## config.mk

```make
export PLATFORM = sky130hd
export DESIGN_NAME = dsu_seq
export DESIGN_NICKNAME = d
export VERILOG_FILES = /design/src/hdl/dsu_pkg.sv /design/src/hdl/dsu_seq.sv
export SDC_FILE = /design/constraint.sdc
export NUM_CORES = 1
export LEC_CHECK = 0
export BUFFER_PORTS_ARGS = -buffer_cell sky130_fd_sc_hd__buf_2
export CAP_MARGIN = 0
export CORE_MARGIN = 4
export CORE_UTILIZATION = 30
export CTS_CLUSTER_DIAMETER = 200
export DETAILED_ROUTE_END_ITERATION = 10
export PLACE_DENSITY = 0.45
export SETUP_SLACK_MARGIN = 0.05
export SKIP_CTS_REPAIR_TIMING = 1
export SYNTH_ARGS = -nofsm -noshare
export SYNTH_HDL_FRONTEND = slang
export SYNTH_SLANG_ARGS = --single-unit
```

## constraint.sdc

```tcl
create_clock -name clk -period 9.7 [get_ports clk]
set_input_delay 0 -clock clk [delete_from_list [all_inputs] [get_ports clk]]
set_output_delay 0 -clock clk [all_outputs]
set_load 0.02 [all_outputs]
```

## src/hdl/dsu_pkg.sv

```systemverilog
`timescale 1ns / 1ps
`default_nettype none

package dsu_pkg;

  localparam int ELEM_W        = 10;
  localparam int CNT_W         = 11;
  localparam int SIZE_W        = 11;
  localparam int MAX_ELEMS_DEF = 1024;
  localparam int COUNT_RESET   = 1024;

  typedef enum logic {
    REQ_UNION = 1'b0,
    REQ_CLEAR = 1'b1
  } req_t;

endpackage

`default_nettype wire

```

## src/hdl/dsu_seq.sv

```systemverilog
`timescale 1ns / 1ps
`default_nettype none

module dsu_seq #(
  parameter int MAX_ELEMS = dsu_pkg::MAX_ELEMS_DEF,
  localparam int IDX_W    = $clog2(MAX_ELEMS),
  localparam int ENT_W    = dsu_pkg::SIZE_W + IDX_W
) (
  input  wire logic                        clk,
  input  wire logic                        rst,
  input  wire logic [dsu_pkg::CNT_W-1:0]   element_count,
  input  wire logic                        start,
  output logic                             busy,
  input  wire logic                        req_type,
  input  wire logic [dsu_pkg::ELEM_W-1:0]  elem_a,
  input  wire logic [dsu_pkg::ELEM_W-1:0]  elem_b,
  output logic                             done,
  output logic      [dsu_pkg::ELEM_W-1:0]  set_root,
  output logic      [dsu_pkg::SIZE_W-1:0]  set_size,
  output logic                             merged,
  output logic                             range_error,
  output logic                             ram_wr_en,
  output logic      [IDX_W-1:0]            ram_wr_addr,
  output logic      [ENT_W-1:0]            ram_wr_data,
  output logic      [IDX_W-1:0]            ram_rd_addr,
  input  wire logic [ENT_W-1:0]            ram_rd_data
);

  localparam int SIZE_W = dsu_pkg::SIZE_W;
  localparam int CMP_W  = (IDX_W + 1 > dsu_pkg::CNT_W) ? IDX_W + 1 : dsu_pkg::CNT_W;
  localparam logic [IDX_W-1:0] LAST_IDX = IDX_W'(MAX_ELEMS - 1);

  typedef enum logic [2:0] {
    S_CLEAR,
    S_IDLE,
    S_WALK,
    S_COMP,
    S_LINK,
    S_FIX
  } state_t;

  state_t              state;
  logic                phase_b;
  logic                clr_rep;
  logic [IDX_W-1:0]    idx;
  logic [IDX_W-1:0]    node;
  logic [IDX_W-1:0]    xstart;
  logic [IDX_W-1:0]    b_reg;
  logic [IDX_W-1:0]    rootr;
  logic [SIZE_W-1:0]   rsz;
  logic [IDX_W-1:0]    ra;
  logic [SIZE_W-1:0]   sa;
  logic [IDX_W-1:0]    rb;
  logic [SIZE_W-1:0]   sb;
  logic [IDX_W-1:0]    lk_root;
  logic [SIZE_W-1:0]   lk_sum;

  logic [IDX_W-1:0]    par;
  logic [SIZE_W-1:0]   sz;
  logic                walk_found;
  logic                phase_done;
  logic [IDX_W-1:0]    done_root;
  logic [SIZE_W-1:0]   done_size;
  logic                range_bad;
  logic [CMP_W-1:0]    a_ext;
  logic [CMP_W-1:0]    b_ext;
  logic [CMP_W-1:0]    cnt_ext;
  logic                b_bigger;
  logic [IDX_W-1:0]    big_root;
  logic [IDX_W-1:0]    small_root;

  assign par = ram_rd_data[IDX_W-1:0];
  assign sz  = ram_rd_data[IDX_W +: SIZE_W];

  assign a_ext     = CMP_W'(elem_a);
  assign b_ext     = CMP_W'(elem_b);
  assign cnt_ext   = CMP_W'(element_count);
  assign range_bad = (a_ext >= cnt_ext) || (a_ext >= CMP_W'(MAX_ELEMS)) ||
                     (b_ext >= cnt_ext) || (b_ext >= CMP_W'(MAX_ELEMS));

  // a root points at itself; compression ends when the next hop is the root
  assign walk_found = (state == S_WALK) && (par == node);
  assign phase_done = (walk_found && (xstart == node)) ||
                      ((state == S_COMP) && (par == rootr));
  assign done_root  = (state == S_WALK) ? node : rootr;
  assign done_size  = (state == S_WALK) ? sz : rsz;

  // tie keeps a's root on top
  assign b_bigger   = sa < sb;
  assign big_root   = b_bigger ? rb : ra;
  assign small_root = b_bigger ? ra : rb;

  assign busy = (state != S_IDLE);

  always_comb begin
    ram_rd_addr = node;
    if (state == S_IDLE) begin
      ram_rd_addr = IDX_W'(elem_a);
    end else if (phase_done && !phase_b) begin
      ram_rd_addr = b_reg;
    end else if (walk_found) begin
      ram_rd_addr = xstart;
    end else if ((state == S_WALK) || (state == S_COMP)) begin
      ram_rd_addr = par;
    end
  end

  always_comb begin
    ram_wr_en   = 1'b0;
    ram_wr_addr = node;
    ram_wr_data = {rsz, rootr};
    unique case (state)
      S_CLEAR: begin
        ram_wr_en   = 1'b1;
        ram_wr_addr = idx;
        ram_wr_data = {SIZE_W'(1), idx};
      end
      S_COMP: begin
        ram_wr_en   = 1'b1;
        ram_wr_addr = node;
        ram_wr_data = {rsz, rootr};
      end
      S_LINK: begin
        ram_wr_en   = (ra != rb);
        ram_wr_addr = small_root;
        ram_wr_data = {sb, big_root};
      end
      S_FIX: begin
        ram_wr_en   = 1'b1;
        ram_wr_addr = lk_root;
        ram_wr_data = {lk_sum, lk_root};
      end
      default: begin
        ram_wr_en = 1'b0;
      end
    endcase
  end

  always_ff @(posedge clk) begin
    if (rst) begin
      state       <= S_CLEAR;
      idx         <= '0;
      clr_rep     <= 1'b0;
      phase_b     <= 1'b0;
      done        <= 1'b0;
      set_root    <= '0;
      set_size    <= '0;
      merged      <= 1'b0;
      range_error <= 1'b0;
    end else begin
      done <= 1'b0;
      unique case (state)
        S_CLEAR: begin
          idx <= idx + IDX_W'(1);
          if (idx == LAST_IDX) begin
            state       <= S_IDLE;
            done        <= clr_rep;
            set_root    <= '0;
            set_size    <= '0;
            merged      <= 1'b0;
            range_error <= 1'b0;
          end
        end
        S_IDLE: begin
          if (start) begin
            if (req_type == dsu_pkg::REQ_CLEAR) begin
              state   <= S_CLEAR;
              idx     <= '0;
              clr_rep <= 1'b1;
            end else if (range_bad) begin
              done        <= 1'b1;
              set_root    <= '0;
              set_size    <= '0;
              merged      <= 1'b0;
              range_error <= 1'b1;
            end else begin
              state   <= S_WALK;
              phase_b <= 1'b0;
              node    <= IDX_W'(elem_a);
              xstart  <= IDX_W'(elem_a);
              b_reg   <= IDX_W'(elem_b);
            end
          end
        end
        S_WALK, S_COMP: begin
          if (phase_done) begin
            if (!phase_b) begin
              ra      <= done_root;
              sa      <= done_size;
              phase_b <= 1'b1;
              node    <= b_reg;
              xstart  <= b_reg;
              state   <= S_WALK;
            end else begin
              rb    <= done_root;
              sb    <= done_size;
              state <= S_LINK;
            end
          end else if (walk_found) begin
            // root found, go back over the path from the start
            rootr <= node;
            rsz   <= sz;
            node  <= xstart;
            state <= S_COMP;
          end else begin
            node <= par;
          end
        end
        S_LINK: begin
          if (ra == rb) begin
            state       <= S_IDLE;
            done        <= 1'b1;
            set_root    <= dsu_pkg::ELEM_W'(ra);
            set_size    <= sa;
            merged      <= 1'b0;
            range_error <= 1'b0;
          end else begin
            lk_root <= big_root;
            lk_sum  <= sa + sb;
            state   <= S_FIX;
          end
        end
        S_FIX: begin
          state       <= S_IDLE;
          done        <= 1'b1;
          set_root    <= dsu_pkg::ELEM_W'(lk_root);
          set_size    <= lk_sum;
          merged      <= 1'b1;
          range_error <= 1'b0;
        end
        default: begin
          state <= S_IDLE;
        end
      endcase
    end
  end

endmodule

`default_nettype wire

```

==> metrics.csv <==
metric,value,unit
outcome,"finished, violations left",
violations,negative hold slack,
max_slew_margin,0.265,
maxCapViolCount,0,
hold_viol,2,
syn_inst,1008,
hp-class,in -> reg,
io_pins,123,
synth_enable_flop_cells,114,
cts.reportedPaths.clkPinSlew,0.06,ns
rr_worst_depth,7,
crit_path_max_fanout,26,
dp_cells,1495,
clock_path_buffers,2,
dieWidth,187,µm
hold_slack,-0.0212,ns
post-route-period-util,0.419,
die_h,187,µm
cp.arrival,4.11,ns
holdPathEnd,node[2],
yosys.area.top_type,edfxtp_1,
htree_levels,4,
powerDensity,125,mW/mm²
syn_to_final_growth,21.1,%
syn_area,0.00962,mm²
gp_congestion,0.817,
ys_seq_area_frac,0.437,
min_period,4.07,ns
setup_tns,0,ns
rsz0062_at_grt,no,
reg2reg_from,state[2],
ys_ff_latch,153,
dieArea,0.0350,mm²
start_kind,register,
n_fill_cell,3221,
worstSkewPairLatency,0.43,ns
skew,0.0111,ns
fin_util,0.369,
grt_start_max_net_pins,62,
worstReg2RegEnd,xstart[7],
ir_drop,0.114,mV
hold_start,ram_rd_data[2],
drtPass1Iterations,6,
dr_total_vias,8334,
start_util,0.305,
worst_ep_required_time,9.74,ns
num_rows,65,
drc_errors,0,
synthTopCellsByArea,"edfxtp_1, dfxtp_1, nand2_1",
numPortBuffers,122,
wl_per_cell,20.9,µm
yosysUniqueCellTypes,59,
async_flop_share,0,
dp_slack,5.53,ns
grt_pass1_vias,8063,
cp-end-kind,register,
cts_buffers,17,
grt_usage,0.180,
antenna_found_initial,0,
grt_pass1_wl,48900,µm
finalSetupViolCount,0,
drt-initial-drc-count,800,
viasPerCell,5.34,
fin_cells,1561,
power.leakage,0.00460,µW
routed_wl,32700,µm
worstSetupPathType,reg -> reg,
dpl_cell_area,0.0107,mm²
max_freq,246,MHz
ys_warn_count,0,
core,0.0316,mm²
drive_above_1_share,0.198,
reg2reg_slack,5.63,ns
yosysTopAreaCellShare,0.356,
layout_setup_ws,5.63,ns
cts_tree,built,
cts.sinks,153,
root_buffer,clkbuf_16,
min_path_cells,2,
syn_avg_cell_area,9.54,µm²
synthFlopType,edfxtp_1,
drv_slew,0,
dp.final_hpwl,22900,µm
yosysMostFrequentCell,nand2_1,
ant_nets,0,
syn_nets,1107,
worst_slew_pin_slew,1.10,ns
final_area,0.0117,mm²
diodes,0,
yosys-top-cells-count,"nand2_1, edfxtp_1, inv_1",
nets,1245,
overflow,0,
==> critical path, cell delays in order, from the launching register on <==
cell and delay (ns):
dfxtp_1 0.44, buf_4 0.28, nor2b_2 0.87, nand3_1 0.14, nor4_1 0.39, a22o_1 0.73, a31oi_1 0.08, nor2_1 0.75
==> cell usage in the layout (no fill, tap or decap), types with 5 or more instances in the layout <==
cell	n
buf_2	122
o21ai_0	68
o211ai_1	23
a211oi_1	8
nor2b_1	25
a21o_1	5
edfxtp_1	114
xor2_1	17
a22o_1	20
ha_1	42
a222oi_1	31
nand2_1	151
nor4_1	5
dlygate4sd3_1	34
clkbuf_16	17
nand4_1	34
nand2b_1	9
mux2i_1	11
or3_1	15
nor2_1	22
and2_1	13
a221o_1	10
nand3_1	63
a21oi_1	16
and3_1	5
buf_4	25
nor3_1	6
dfxtp_1	38
xnor2_1	38
inv_1	69
mux2_2	40
==> cell families after synthesis <==
logic type,share of synthesized area
AND/OR/NAND/NOR,0.185
AO/OA/AOI/OAI,0.160
flip-flops,0.437
buffers and inverters,0.0533
XOR/XNOR,0.0501
multiplexers,0.0583
adder cells (fa/ha/maj),0.0567
==> routing by layer <==
metal	wire, µm	GRT usage
met1	14700	0.243
met2	15800	0.299
met3	1500	0.0299
met4	702	0.0515
met5	0	0
==> final cells by class <==
cell class / instances / area (µm²) / share of cell area
clock inverters: 10 / 120 / 0.0103
repair buffers: 181 / 1140 / 0.0977
inverters: 70 / 263 / 0.0225
clock buffers: 22 / 464 / 0.0398
flip-flops and latches: 153 / 4210 / 0.361
well taps: 402 / 503 / 0.0432
multi-input cells: 723 / 4960 / 0.426
==> report_power, final <==
group	internal [µW]	switching [µW]	total, µW
sequential	697	1.99	699
combinational	39.3	45.8	85.1
clock	394	279	673
total	1130	327	1460
==> per-stage QoR <==
step                hold slack (ns)  total power, µW
CTS                          -0.267             1470
global route               0.000386             1510
floorplan                    0.0989              752
finish                      -0.0212             1460
detailed placement            0.191              788
global placement              0.192              788
==> worst max-delay path by stage <==
stage / startpoint / slack (ns) / to / depth (start not counted)
floorplan: state[0] / 6.50 / rootr[0] / 5
global placement: state[2] / 5.66 / xstart[3] / 7
detailed placement: state[2] / 5.53 / xstart[3] / 7
CTS: state[2] / 5.52 / xstart[7] / 7
global route: state[2] / 5.21 / xstart[7] / 7
finish: state[2] / 5.63 / xstart[7] / 7
No activity file was read; power rests on OpenSTA's default activity.
